[src/hdl/best_fit_block_allocator_core_assert.svh]
// ----------------------------------------------------------------------------
// Best-fit allocator assertion macros
// Concurrent check shorthands, clocked on clk_i, disabled while in reset.
// ----------------------------------------------------------------------------
`ifndef BEST_FIT_BLOCK_ALLOCATOR_CORE_ASSERT_SVH
`define BEST_FIT_BLOCK_ALLOCATOR_CORE_ASSERT_SVH

// expression holds at every edge
`define BFA_ASSERT_NOW(lbl, expr) \
  lbl: assert property (@(posedge clk_i) disable iff (!rst_ni) (expr)) \
    else $error("assertion failed");

// consequent holds in the cycle after antecedent
`define BFA_ASSERT_NEXT(lbl, ante, cons) \
  lbl: assert property (@(posedge clk_i) disable iff (!rst_ni) (ante) |=> (cons)) \
    else $error("assertion failed");

`endif

[src/hdl/bfa_pkg.sv]
// ----------------------------------------------------------------------------
// Best-fit allocator package
// Sizes, codes and controller/datapath types.
// ----------------------------------------------------------------------------
`default_nettype none

package bfa_pkg;

  localparam int unsigned MaxBlocks   = 64;
  localparam int unsigned HeapBytes   = 65536;
  localparam int unsigned HeaderBytes = 16;

  localparam int unsigned IdxW  = $clog2(MaxBlocks);
  localparam int unsigned CntW  = $clog2(MaxBlocks + 1);
  localparam int unsigned PosW  = $clog2(HeapBytes + 1);
  localparam int unsigned SizeW = 16;
  localparam int unsigned AddrW = 16;

  typedef enum logic {
    ReqAlloc = 1'b0,
    ReqFree  = 1'b1
  } req_type_e;

  typedef enum logic [1:0] {
    RspOk      = 2'd0,
    RspNoSpace = 2'd1,
    RspBadFree = 2'd2
  } rsp_status_e;

  typedef struct packed {
    logic load;
    logic issue;
    logic commit;
  } cmd_t;

  typedef struct packed {
    logic            iss_last;
    logic            out_busy;
    logic [CntW-1:0] cnt;
    logic [PosW-1:0] top;
  } stat_t;

endpackage

`default_nettype wire

[src/hdl/bfa_req_if.sv]
// ----------------------------------------------------------------------------
// Best-fit allocator request channel
// Valid/ready channel carrying one allocate or free request.
// ----------------------------------------------------------------------------
`default_nettype none

interface bfa_req_if;
  logic        valid;
  logic        ready;
  logic        req_type;
  logic [15:0] req_size;
  logic [15:0] block_addr;

  modport source (output valid, output req_type, output req_size, output block_addr,
                  input ready);
  modport sink (input valid, input req_type, input req_size, input block_addr,
                output ready);
endinterface

`default_nettype wire

[src/hdl/bfa_rsp_if.sv]
// ----------------------------------------------------------------------------
// Best-fit allocator response channel
// Valid/ready channel carrying one result per request.
// ----------------------------------------------------------------------------
`default_nettype none

interface bfa_rsp_if;
  logic        valid;
  logic        ready;
  logic [15:0] result_addr;
  logic [1:0]  status;
  logic        reused;

  modport source (output valid, output result_addr, output status, output reused,
                  input ready);
  modport sink (input valid, input result_addr, input status, input reused,
                output ready);
endinterface

`default_nettype wire

[src/hdl/bfa_ctrl.sv]
// ----------------------------------------------------------------------------
// Best-fit allocator controller
// Sequences request load, table walk and commit of one transaction.
// ----------------------------------------------------------------------------
`default_nettype none

module bfa_ctrl
  import bfa_pkg::*;
(
  input  logic  clk_i,
  input  logic  rst_ni,
  input  logic  in_valid_i,
  output logic  in_ready_o,
  input  stat_t stat_i,
  output cmd_t  cmd_o
);

  typedef enum logic [2:0] {
    StIdle = 3'b001,
    StScan = 3'b010,
    StFin  = 3'b100
  } state_e;

  state_e state_q, state_d;

  always_comb begin
    state_d    = state_q;
    cmd_o      = '0;
    in_ready_o = 1'b0;
    unique case (state_q)
      StIdle: begin
        in_ready_o = 1'b1;
        if (in_valid_i) begin
          cmd_o.load = 1'b1;
          state_d    = StScan;
        end
      end
      StScan: begin
        if (stat_i.iss_last) begin
          state_d = StFin;
        end else begin
          cmd_o.issue = 1'b1;
        end
      end
      StFin: begin
        if (!stat_i.out_busy) begin
          cmd_o.commit = 1'b1;
          state_d      = StIdle;
        end
      end
      default: state_d = StIdle;
    endcase
  end

  always_ff @(posedge clk_i or negedge rst_ni) begin
    if (!rst_ni) begin
      state_q <= StIdle;
    end else begin
      state_q <= state_d;
    end
  end

endmodule

`default_nettype wire

[src/hdl/bfa_dp.sv]
// ----------------------------------------------------------------------------
// Best-fit allocator datapath
// Block table memory, walk registers, best-fit tracking and result register.
// ----------------------------------------------------------------------------
`default_nettype none

module bfa_dp
  import bfa_pkg::*;
(
  input  logic              clk_i,
  input  logic              rst_ni,
  input  cmd_t              cmd_i,
  output stat_t             stat_o,
  input  logic              in_type_i,
  input  logic [SizeW-1:0]  in_size_i,
  input  logic [AddrW-1:0]  in_addr_i,
  input  logic              out_ready_i,
  output logic              out_valid_o,
  output logic [AddrW-1:0]  out_addr_o,
  output logic [1:0]        out_status_o,
  output logic              out_reused_o
);

  // table entry: {in_use, size}
  logic [SizeW:0] mem [MaxBlocks];
  logic [SizeW:0] rd_q;

  req_type_e        type_q;
  logic [SizeW-1:0] size_q;
  logic [AddrW-1:0] addr_q;

  logic [CntW-1:0]  iss_q;
  logic             rd_vld_q;
  logic [IdxW-1:0]  rd_idx_q;
  logic [PosW-1:0]  pos_q;

  logic             found_q;
  logic [SizeW-1:0] best_size_q;
  logic [PosW-1:0]  best_pos_q;
  logic [IdxW-1:0]  best_idx_q;

  logic             hit_q;
  logic [SizeW-1:0] hit_size_q;
  logic [IdxW-1:0]  hit_idx_q;

  logic [CntW-1:0]  cnt_q;
  logic [PosW-1:0]  top_q;

  logic             out_valid_q;
  logic [AddrW-1:0] out_addr_q;
  rsp_status_e      out_status_q;
  logic             out_reused_q;

  logic [SizeW-1:0] rd_size;
  logic             rd_used;
  logic             fit;
  logic [PosW:0]    need_end;
  logic             no_space;
  logic             we;
  logic [IdxW-1:0]  widx;
  logic [SizeW:0]   wdata;

  assign rd_size  = rd_q[SizeW-1:0];
  assign rd_used  = rd_q[SizeW];
  assign fit      = !rd_used && (rd_size >= size_q) && (!found_q || best_size_q >= rd_size);
  assign need_end = {1'b0, top_q} + (PosW+1)'(HeaderBytes) + (PosW+1)'(size_q);
  assign no_space = (cnt_q >= CntW'(MaxBlocks)) || (need_end > (PosW+1)'(HeapBytes));

  always_comb begin
    we    = 1'b0;
    widx  = cnt_q[IdxW-1:0];
    wdata = {1'b1, size_q};
    if (cmd_i.commit) begin
      if (type_q == ReqAlloc) begin
        if (found_q) begin
          we    = 1'b1;
          widx  = best_idx_q;
          wdata = {1'b1, best_size_q};
        end else if (!no_space) begin
          we = 1'b1;
        end
      end else if (hit_q) begin
        we    = 1'b1;
        widx  = hit_idx_q;
        wdata = {1'b0, hit_size_q};
      end
    end
  end

  always_ff @(posedge clk_i) begin
    if (we) begin
      mem[widx] <= wdata;
    end
    if (cmd_i.issue) begin
      rd_q <= mem[iss_q[IdxW-1:0]];
    end
  end

  always_ff @(posedge clk_i) begin
    if (cmd_i.load) begin
      type_q <= req_type_e'(in_type_i);
      size_q <= in_size_i;
      addr_q <= in_addr_i;
    end
    if (cmd_i.issue) begin
      rd_idx_q <= iss_q[IdxW-1:0];
    end
    if (rd_vld_q && type_q == ReqAlloc && fit) begin
      best_size_q <= rd_size;
      best_pos_q  <= pos_q;
      best_idx_q  <= rd_idx_q;
    end
    if (rd_vld_q && type_q == ReqFree && !hit_q && pos_q == PosW'(addr_q)) begin
      hit_size_q <= rd_size;
      hit_idx_q  <= rd_idx_q;
    end
  end

  always_ff @(posedge clk_i or negedge rst_ni) begin
    if (!rst_ni) begin
      iss_q    <= '0;
      rd_vld_q <= 1'b0;
      pos_q    <= '0;
      found_q  <= 1'b0;
      hit_q    <= 1'b0;
      cnt_q    <= '0;
      top_q    <= '0;
    end else begin
      rd_vld_q <= cmd_i.issue;
      if (cmd_i.load) begin
        iss_q   <= '0;
        pos_q   <= '0;
        found_q <= 1'b0;
        hit_q   <= 1'b0;
      end else begin
        if (cmd_i.issue) begin
          iss_q <= iss_q + 1'b1;
        end
        if (rd_vld_q) begin
          pos_q <= pos_q + PosW'(HeaderBytes) + PosW'(rd_size);
          if (type_q == ReqAlloc && fit) begin
            found_q <= 1'b1;
          end
          if (type_q == ReqFree && pos_q == PosW'(addr_q)) begin
            hit_q <= 1'b1;
          end
        end
      end
      if (cmd_i.commit && type_q == ReqAlloc && !found_q && !no_space) begin
        cnt_q <= cnt_q + 1'b1;
        top_q <= need_end[PosW-1:0];
      end
    end
  end

  always_ff @(posedge clk_i or negedge rst_ni) begin
    if (!rst_ni) begin
      out_valid_q <= 1'b0;
    end else if (cmd_i.commit) begin
      out_valid_q <= 1'b1;
    end else if (out_ready_i) begin
      out_valid_q <= 1'b0;
    end
  end

  always_ff @(posedge clk_i) begin
    if (cmd_i.commit) begin
      out_addr_q   <= '0;
      out_status_q <= RspOk;
      out_reused_q <= 1'b0;
      if (type_q == ReqAlloc) begin
        if (found_q) begin
          out_addr_q   <= best_pos_q[AddrW-1:0];
          out_reused_q <= 1'b1;
        end else if (no_space) begin
          out_status_q <= RspNoSpace;
        end else begin
          out_addr_q <= top_q[AddrW-1:0];
        end
      end else if (hit_q) begin
        out_addr_q <= addr_q;
      end else begin
        out_status_q <= RspBadFree;
      end
    end
  end

  assign stat_o.iss_last = (iss_q == cnt_q);
  assign stat_o.out_busy = out_valid_q && !out_ready_i;
  assign stat_o.cnt      = cnt_q;
  assign stat_o.top      = top_q;

  assign out_valid_o  = out_valid_q;
  assign out_addr_o   = out_addr_q;
  assign out_status_o = out_status_q;
  assign out_reused_o = out_reused_q;

endmodule

`default_nettype wire

[src/hdl/best_fit_block_allocator_core.sv]
// ----------------------------------------------------------------------------
// Best-fit block allocator core
// Address-ordered block table with best-fit reuse and append at heap top.
// ----------------------------------------------------------------------------
//  channel  dir  payload                          handshake
//  req_i    in   req_type, req_size, block_addr   valid/ready
//  rsp_o    out  result_addr, status, reused      valid/ready
//
// One transaction at a time: a new request is accepted only once the last
// one has committed. The walk of the block table reads one entry per cycle.
// A finished result waits in an output register; commit stalls while it is
// still held by the sink. Reset clears block count, heap top, walk flags and
// output valid, but not the table; no clearing pass, table entries are
// written before they are read.
`default_nettype none

module best_fit_block_allocator_core
  import bfa_pkg::*;
(
  input  logic          clk_i,
  input  logic          rst_ni,
  bfa_req_if.sink       req_i,
  bfa_rsp_if.source     rsp_o
);

  `include "best_fit_block_allocator_core_assert.svh"

  cmd_t  cmd;
  stat_t stat;

  bfa_ctrl u_ctrl (
    .clk_i      (clk_i),
    .rst_ni     (rst_ni),
    .in_valid_i (req_i.valid),
    .in_ready_o (req_i.ready),
    .stat_i     (stat),
    .cmd_o      (cmd)
  );

  bfa_dp u_dp (
    .clk_i        (clk_i),
    .rst_ni       (rst_ni),
    .cmd_i        (cmd),
    .stat_o       (stat),
    .in_type_i    (req_i.req_type),
    .in_size_i    (req_i.req_size),
    .in_addr_i    (req_i.block_addr),
    .out_ready_i  (rsp_o.ready),
    .out_valid_o  (rsp_o.valid),
    .out_addr_o   (rsp_o.result_addr),
    .out_status_o (rsp_o.status),
    .out_reused_o (rsp_o.reused)
  );

  `BFA_ASSERT_NOW(a_cnt_max, stat.cnt <= CntW'(MaxBlocks))
  `BFA_ASSERT_NOW(a_top_max, stat.top <= PosW'(HeapBytes))
  `BFA_ASSERT_NOW(a_reuse_ok, !(rsp_o.valid && rsp_o.reused) || rsp_o.status == RspOk)
  `BFA_ASSERT_NEXT(a_commit_out, cmd.commit, rsp_o.valid)

endmodule

`default_nettype wire
[src/flat_wrapper.sv]
// flat-port wrapper written by rule: the top's interface ports become plain ports
module best_fit_block_allocator_core_flat import bfa_pkg::*;
  (clk_i, rst_ni, req_i_valid, req_i_req_type, req_i_req_size, req_i_block_addr, req_i_ready, rsp_o_valid, rsp_o_result_addr, rsp_o_status, rsp_o_reused, rsp_o_ready);
  bfa_req_if req_i_i ();
  bfa_rsp_if rsp_o_i ();
  input  logic clk_i;
  input  logic rst_ni;
  input wire logic [$bits(req_i_i.valid)-1:0] req_i_valid;
  input wire logic [$bits(req_i_i.req_type)-1:0] req_i_req_type;
  input wire logic [$bits(req_i_i.req_size)-1:0] req_i_req_size;
  input wire logic [$bits(req_i_i.block_addr)-1:0] req_i_block_addr;
  output wire logic [$bits(req_i_i.ready)-1:0] req_i_ready;
  output wire logic [$bits(rsp_o_i.valid)-1:0] rsp_o_valid;
  output wire logic [$bits(rsp_o_i.result_addr)-1:0] rsp_o_result_addr;
  output wire logic [$bits(rsp_o_i.status)-1:0] rsp_o_status;
  output wire logic [$bits(rsp_o_i.reused)-1:0] rsp_o_reused;
  input wire logic [$bits(rsp_o_i.ready)-1:0] rsp_o_ready;
  assign req_i_i.valid = req_i_valid;
  assign req_i_i.req_type = req_i_req_type;
  assign req_i_i.req_size = req_i_req_size;
  assign req_i_i.block_addr = req_i_block_addr;
  assign req_i_ready = req_i_i.ready;
  assign rsp_o_valid = rsp_o_i.valid;
  assign rsp_o_result_addr = rsp_o_i.result_addr;
  assign rsp_o_status = rsp_o_i.status;
  assign rsp_o_reused = rsp_o_i.reused;
  assign rsp_o_i.ready = rsp_o_ready;
  best_fit_block_allocator_core u_core (.clk_i(clk_i), .rst_ni(rst_ni), .req_i(req_i_i), .rsp_o(rsp_o_i));
endmodule
[config.mk]
export PLATFORM = sky130hd
export DESIGN_NAME = best_fit_block_allocator_core_flat
export DESIGN_NICKNAME = d
export VERILOG_FILES = /design/src/hdl/bfa_pkg.sv /design/src/hdl/bfa_req_if.sv /design/src/hdl/bfa_rsp_if.sv /design/src/hdl/bfa_ctrl.sv /design/src/hdl/bfa_dp.sv /design/src/hdl/best_fit_block_allocator_core.sv /design/src/flat_wrapper.sv
export VERILOG_INCLUDE_DIRS = /design/src /design/src/hdl
export SDC_FILE = /design/constraint.sdc
export NUM_CORES = 2
export LEC_CHECK = 0
export BUFFER_PORTS_ARGS = -buffer_cell sky130_fd_sc_hd__buf_2
export CAP_MARGIN = 20
export CORE_ASPECT_RATIO = 0.7
export CORE_MARGIN = 2
export CORE_UTILIZATION = 25
export CTS_CLUSTER_DIAMETER = 200
export DETAILED_ROUTE_END_ITERATION = 7
export HOLD_SLACK_MARGIN = 0.15
export SYNTH_ARGS = -nofsm -noshare
export SYNTH_HDL_FRONTEND = slang
export SYNTH_SLANG_ARGS = --single-unit
export TNS_END_PERCENT = 5
[constraint.sdc]
create_clock -name clk_i -period 5.8 [get_ports clk_i]
set_input_delay 0 -clock clk_i [delete_from_list [all_inputs] [get_ports clk_i]]
set_output_delay 0 -clock clk_i [all_outputs]
set_load 0.01 [all_outputs]
## Word-level counts from Yosys, hierarchy flattened

Memory sizes are Yosys's and may differ from the RTL's. A register that Yosys moved wholly into a read port is not among the register bits.
Index checks and enable logic that the tools add are counted.

| operators by class | value |
|---|---|
| add/subtract/negate cells | 6 |
| multipliers | 0 |
| divide/modulo/power cells | 0 |
| $lt $le $gt $ge | 4 |
| equality and inequality tests | 8 |
| shifts and indexed selects | 0 |
| muxes and demuxes | 47 |
| bitwise logic cells | 1 |
| reductions and logical operators | 28 |

Operator list:

| kind | number |
|---|---|
| 17-bit two-way mux | 5 |
| 16-bit two-way mux | 5 |
| 16-bit greater-or-equal comparator | 2 |
| 1-bit two-way mux | 25 |
| 6-bit two-way mux | 4 |
| 17-bit by 5-bit adder with 18-bit output, second input constant | 1 |
| 18-bit by 16-bit adder with 18-bit output | 1 |
| 18-bit by 17-bit > comparator with 1-bit output, second input constant | 1 |
| 17-bit by 16-bit adder with 17-bit output | 1 |
| 17-bit by 5-bit adder with 17-bit output, second input constant | 1 |
| 17-bit by 16-bit equality test with 1-bit output | 1 |
| 7-bit by 1-bit adder with 7-bit output, second input constant | 2 |
| 7-bit two-way mux | 2 |
| 1-bit logical AND | 13 |
| 2-bit nonzero test | 5 |
| 3-bit two-way mux | 3 |
| 3-bit one-hot mux with 3 select lines | 1 |
| 7-bit equality test | 1 |
| 7-bit greater-or-equal comparator, second input constant | 1 |
| 1-bit logical NOT | 5 |
| 2-bit two-way mux | 2 |
| 2-bit inequality test, second input constant | 2 |
| 2-bit AND reduction | 2 |
| 3-bit by 1-bit equality test with 1-bit output, second input constant | 1 |
| 6 further kinds | 7 |

| storage, ports and cells | value |
|---|---|
| flip-flop bits (word level) | 173 |
| latch bits | 0 |
| bits in writable memories | 1,088 |
| memory bits (read-only) | 0 |
| output and inout bits | 21 |
| word-level logic and storage cells | 116 |
| memories kept | 1 |

Memories:

| name | words | bits a word | read ports | clocked after memory_dff | wr ports | RTL line | RTL |
|---|---|---|---|---|---|---|---|
| u_core.u_dp.mem | 64 | 17 | 1 | 1 | 1 | bfa_dp.sv:25 | `logic [SizeW:0] mem [MaxBlocks];` |

## Longest topological paths before layout

| depth | value |
|---|---|
| word-level depth | 10 |
| gate-level depth with buffers | 16 |
| mapped depth without buffers | 13 |

## Hierarchy

A second synthesis with hierarchy kept.

| second synthesis, totals | value |
|---|---|
| cells, all modules | 2,447 |
| area, all modules | 51,603.2 um^2 |

By module, submodules not included:

| module | times used | cells an instance | area each (um^2) |
|---|---|---|---|
| bfa_dp | 1 | 2,430 | 51,418.1 |
| bfa_ctrl | 1 | 17 | 185.2 |

## Worst setup path after synthesis

Ideal clock, no wire load.

| path | value |
|---|---|
| kind | reg2reg |
| start point | register u_core.u_dp.size_q[1] |
| end point | memory u_core.u_dp.mem[34][0] in the netlist's numbering (enable) |
| setup time | 391 ps |
| arrival | 4,008 ps |
| data required time | 5,409 ps |
| setup slack | 1,402 ps |
| stages on the path, launching flop included | 13 |
| buffers on the path | 0 |
| cell sequence | edfxtp_1 ha_1 ha_1 fa_1 a211oi_4 o21bai_2 a211oi_2 o21bai_1 a2111oi_2 a32oi_1 nand2_1 nand3_1 nor2_1 |

| between the ends | value |
|---|---|
| cells in the longest elaborated chain, start to end | 9 |

Ends and longest elaborated chain:

| element | RTL line | RTL |
|---|---|---|
| from (decl) | bfa_dp.sv:29 | `logic [SizeW-1:0] size_q;` |
| from (signal assigned) | bfa_dp.sv:102 | `size_q <= in_size_i;` |
| 18-bit by 16-bit adder with 18-bit output | bfa_dp.sv:66 | `assign need_end = {1'b0, top_q} + (PosW+1)'(HeaderBytes) + (PosW+1)'(size_q);` |
| 18-bit by 17-bit > comparator with 1-bit output | bfa_dp.sv:67 | `assign no_space = (cnt_q >= CntW'(MaxBlocks)) \|\| (need_end > (PosW+1)'(HeapBytes));` |
| 1-bit logical OR | bfa_dp.sv:67 |  |
| 1-bit two-way mux | bfa_dp.sv:79 | `end else if (!no_space) begin` |
| 1-bit two-way mux | bfa_dp.sv:75 | `if (found_q) begin` |
| 1-bit two-way mux | bfa_dp.sv:74 | `if (type_q == ReqAlloc) begin` |
| 1-bit two-way mux | bfa_dp.sv:73 | `if (cmd_i.commit) begin` |
| 1-bit two-way mux | bfa_dp.sv:91 | `if (we) begin` |
| 1-bit two-way mux (implied by the code) | bfa_dp.sv:92 | `mem[widx] <= wdata;` |
| to (decl) | bfa_dp.sv:25 |  |

No other way between the ends.

## Worst setup path in the final report

| path | value |
|---|---|
| start point | register u_core.u_dp.size_q[1] |
| end point | memory u_core.u_dp.mem[47][8] in the netlist's numbering (enable) |

The elaborated chain is that of the path after synthesis.

==> results.py <==
metrics = {
    "global_routing": {
        "grt_max_degree": 71,
        "met3_usage_pct": 3.99,
        "use_met2_pct": 16.9,
        "grt_overflow": 0,
        "grt_first_pass_wirelength_um": 190000,
        "grt.total_usage_pct": 12.4,
        "top_usage_layer": "met1",
        "use_met1_pct": 19.3,
        "grt_pass1_vias": 25100,
        "antenna_found_initial": 10,
    },
    "sta": {
        "final-max-slew-violation-count": 0,
        "setup_viol": 0,
        "rsz0062_at_grt": "false",
        "hold_violations": 0,
        "slew_headroom_pct": 22.9,
        "whs_ns": 0.308,
        "finClkSkew_ns": 0.0542,
        "fin_crit_ns": 5.21,
        "fin_setup_tns_ns": 0,
        "fmax_mhz": 192,
        "finalCritPeriodShare_pct": 89.8,
        "worstMarginPinSlew_ns": 1.15,
    },
    "clocking": {
        "cts_sinks": 1278,
        "clockRootBuffer": "clkbuf_16",
        "tritoncts": "yes",
        "htree_levels": 3,
        "cts_resized": 0,
        "clkTransAtPathRegs_ns": 0.07,
        "ctsHoldBuffers": 71,
        "clk_path_buf_depth": 3,
        "numCtsBuffers": 114,
        "post_cts_buffers": 0,
        "clk_latency_ns": 0.76,
    },
    "cells_and_area": {
        "synthToLayoutAreaGrowth_pct": 17.6,
        "drive_gt1_share_pct": 29.8,
        "final_nets": 2879,
        "utilization_pct": 29.6,
        "finalNonFillerCells": 5588,
        "final_area_um2": 60800,
    },
    "worst_setup_path": {
        "crit_slowest_cell": "nand2_1",
        "crit_chain": "ha_1 > ha_1 > fa_1 > a211oi_4 > o21bai_2 > a211oi_2 > o21bai_1 > a2111oi_2 > a32oi_1 > nand2_1 > nand3_1 > nor2_2 > buf_4",
        "path_buf_inv": 1,
        "cp-end-kind": "flip-flop",
        "cp_max_fo": 14,
        "cpMostUsedCell": "ha_1",
        "max_stage_delay_ns": 0.56,
        "cp.arrival_ns": 5.65,
        "startpoint_type": "flip-flop",
        "path_delay_family": "compound AO/OA/AOI/OAI gates",
        "required_ns": 6.25,
        "worstSetupPathType": "flip-flop to flip-flop",
    },
    "drt": {
        "drt_first_pass_iters": 6,
        "dr.first_iter.drc_count": 4017,
        "wl_per_cell_um": 23.8,
        "vias": 26000,
        "viasPerCell": 4.65,
        "totalWireLength_um": 133000,
        "drcViolationCount": 0,
        "ant_nets": 0,
    },
    "die": {
        "die-area_um2": 210000,
        "die_h_um": 384,
        "start_util_pct": 25.2,
        "rows": 139,
        "core_um2": 205000,
        "ioPinCount": 58,
        "die-width_um": 547,
    },
    "logic_synthesis": {
        "synth_top_area_share_pct": 71.1,
        "netlist_instances": 2464,
        "synthTopCellsByCount": "edfxtp_1 (1223), mux4_2 (357), nor2_1 (123), ha_1 (98), inv_1 (85)",
        "syn_area_um2": 51700,
        "synth_area_leaders": "edfxtp_1 (71%), mux4_2 (16%), dfrtp_1 (2.6%), ha_1 (2.4%), nor2_1 (0.89%)",
        "synth_warnings": 0,
        "ys_seq_area_share_pct": 73.7,
        "async_flop_share_pct": 4.30,
        "yosysTopAreaCell": "edfxtp_1",
        "yosysMostFrequentCell": "edfxtp_1",
        "post_synth_num_cell_types": 79,
        "synth-seq-cells": 1278,
        "synthesis.nets": 2601,
        "synth_ff_type": "edfxtp_1",
        "syn_avg_cell_area_um2": 21.0,
        "synth-edff-count": 1223,
    },
    "power": {
        "p_per_area_nw_per_um2": 410,
        "ir_drop_mv": 0.292,
        "p_leak_nw": 19.5,
    },
    "place": {
        "port_buffers": 57,
        "place.gp.congestion": 0.820,
        "dp_hpwl_um": 86500,
        "dpl.cell_count": 5304,
        "placed_area_um2": 56400,
    },
    "run_status": {
        "status": "completed",
    },
    "flow_run": {
        "drv_cap": 0,
    },
    "worst_hold_path": {
        "hold_path_class": "input port to flip-flop",
    },
}
==> where the power goes <==
part / internal, mW / switching, mW
clock: 4.05 / 3.47
sequential: 10.8 / 0.431
combinational: 2.51 / 3.64
total: 17.4 / 7.54
==> worst paths after layout <==
check                      slack [ns]                        end                    start  cells past startpoint
min in group asynchronous        0.53       u_core.u_dp.top_q[3]                   rst_ni                      4
min reg2reg                      0.45  u_core.u_dp.best_idx_q[2]  u_core.u_dp.rd_idx_q[2]                      0
max in group asynchronous        4.64       u_core.u_dp.iss_q[3]                   rst_ni                      4
max                              0.59     u_core.u_dp.mem[47][8]    u_core.u_dp.size_q[1]                     13
min                              0.31   u_core.u_ctrl.state_q[0]              req_i_valid                      5
max reg2reg                      0.59     u_core.u_dp.mem[47][8]    u_core.u_dp.size_q[1]                     13
==> final cells by class <==
| class | count | area [um2] |
|---|---|---|
| flip-flops and latches | 1278 | 38100 |
| inverters | 86 | 328 |
| clock buffers | 136 | 2940 |
| repair buffers | 271 | 2210 |
| diodes | 2 | 5.00 |
| fillers | 19900 | 144000 |
| clock inverters | 75 | 758 |
| well taps | 2749 | 3440 |
| multi-input cells | 991 | 13000 |
==> placed cells by master, fill, tap and decap left out, drive strengths merged, types with 18 or more instances in the layout <==
cell         count
inv             89
a222oi          35
ha              98
dlygate4sd3     71
nand3           20
o21ai           24
a21oi           32
dfrtp           54
edfxtp        1223
nor2           123
buf            200
a21o            18
xor2            19
clkinv          58
clkbuf         136
mux4           357
nand2           49
xnor2           35
==> worst register-to-register path, delay by kind of cell (launching register included) <==
| family | cells | cell delay (ns) |
|---|---|---|
| buf+inv | 1 | 0.27 |
| compound gates | 6 | 1.63 |
| flops | 1 | 0.42 |
| simple gates | 3 | 1.46 |
| fa+ha+maj | 3 | 1.10 |
==> cells by family (layout without fill, tap and decap cells) <==
family | after synthesis | after routing | synth area share, %
flops | 1278 | 1278 | 73.7
mux | 387 | 387 | 16.2
simple gates | 284 | 284 | 2.68
buf+inv | 195 | 568 | 1.52
compound gates | 166 | 166 | 2.52
fa+ha+maj | 100 | 100 | 2.45
xor+xnor | 54 | 54 | 0.930
other cells | 0 | 2 | 0
==> sequential cells by signal, summed over array words and instances (netlist names), 2 cells and up <==
signal and cells:
u_core.u_dp.cnt_q 7, u_core.u_dp.iss_q 7, u_core.u_dp.size_q 16, u_core.u_dp.out_status_o 2, u_core.u_dp.mem 1088, u_core.u_dp.best_size_q 16
u_core.u_dp.top_q 17, u_core.u_dp.best_pos_q 16, u_core.u_dp.rd_idx_q 6, u_core.u_dp.hit_idx_q 6, u_core.u_ctrl.state_q 3, u_core.u_dp.rd_q 17
u_core.u_dp.addr_q 16, u_core.u_dp.out_addr_o 16, u_core.u_dp.hit_size_q 16, u_core.u_dp.pos_q 17, u_core.u_dp.best_idx_q 6
==> metal layers <==
layer | vias up | wire length [um] | share of wire [%]
li1 | 10800 | - | -
met1 | 13800 | 61100 | 46
met2 | 1205 | 54800 | 41
met3 | 148 | 15200 | 11
met4 | 0 | 1960 | 1.5
met5 | - | 0 | 0
==> through the flow <==
stage               power [mW]  setup slack, ns
floorplan                 15.2             1.40
global placement          17.4            0.674
detailed placement        17.5            0.631
CTS                       25.0            0.597
global route              25.9            0.344
finish                    24.9            0.591
Power figures use the tool's default switching activity.
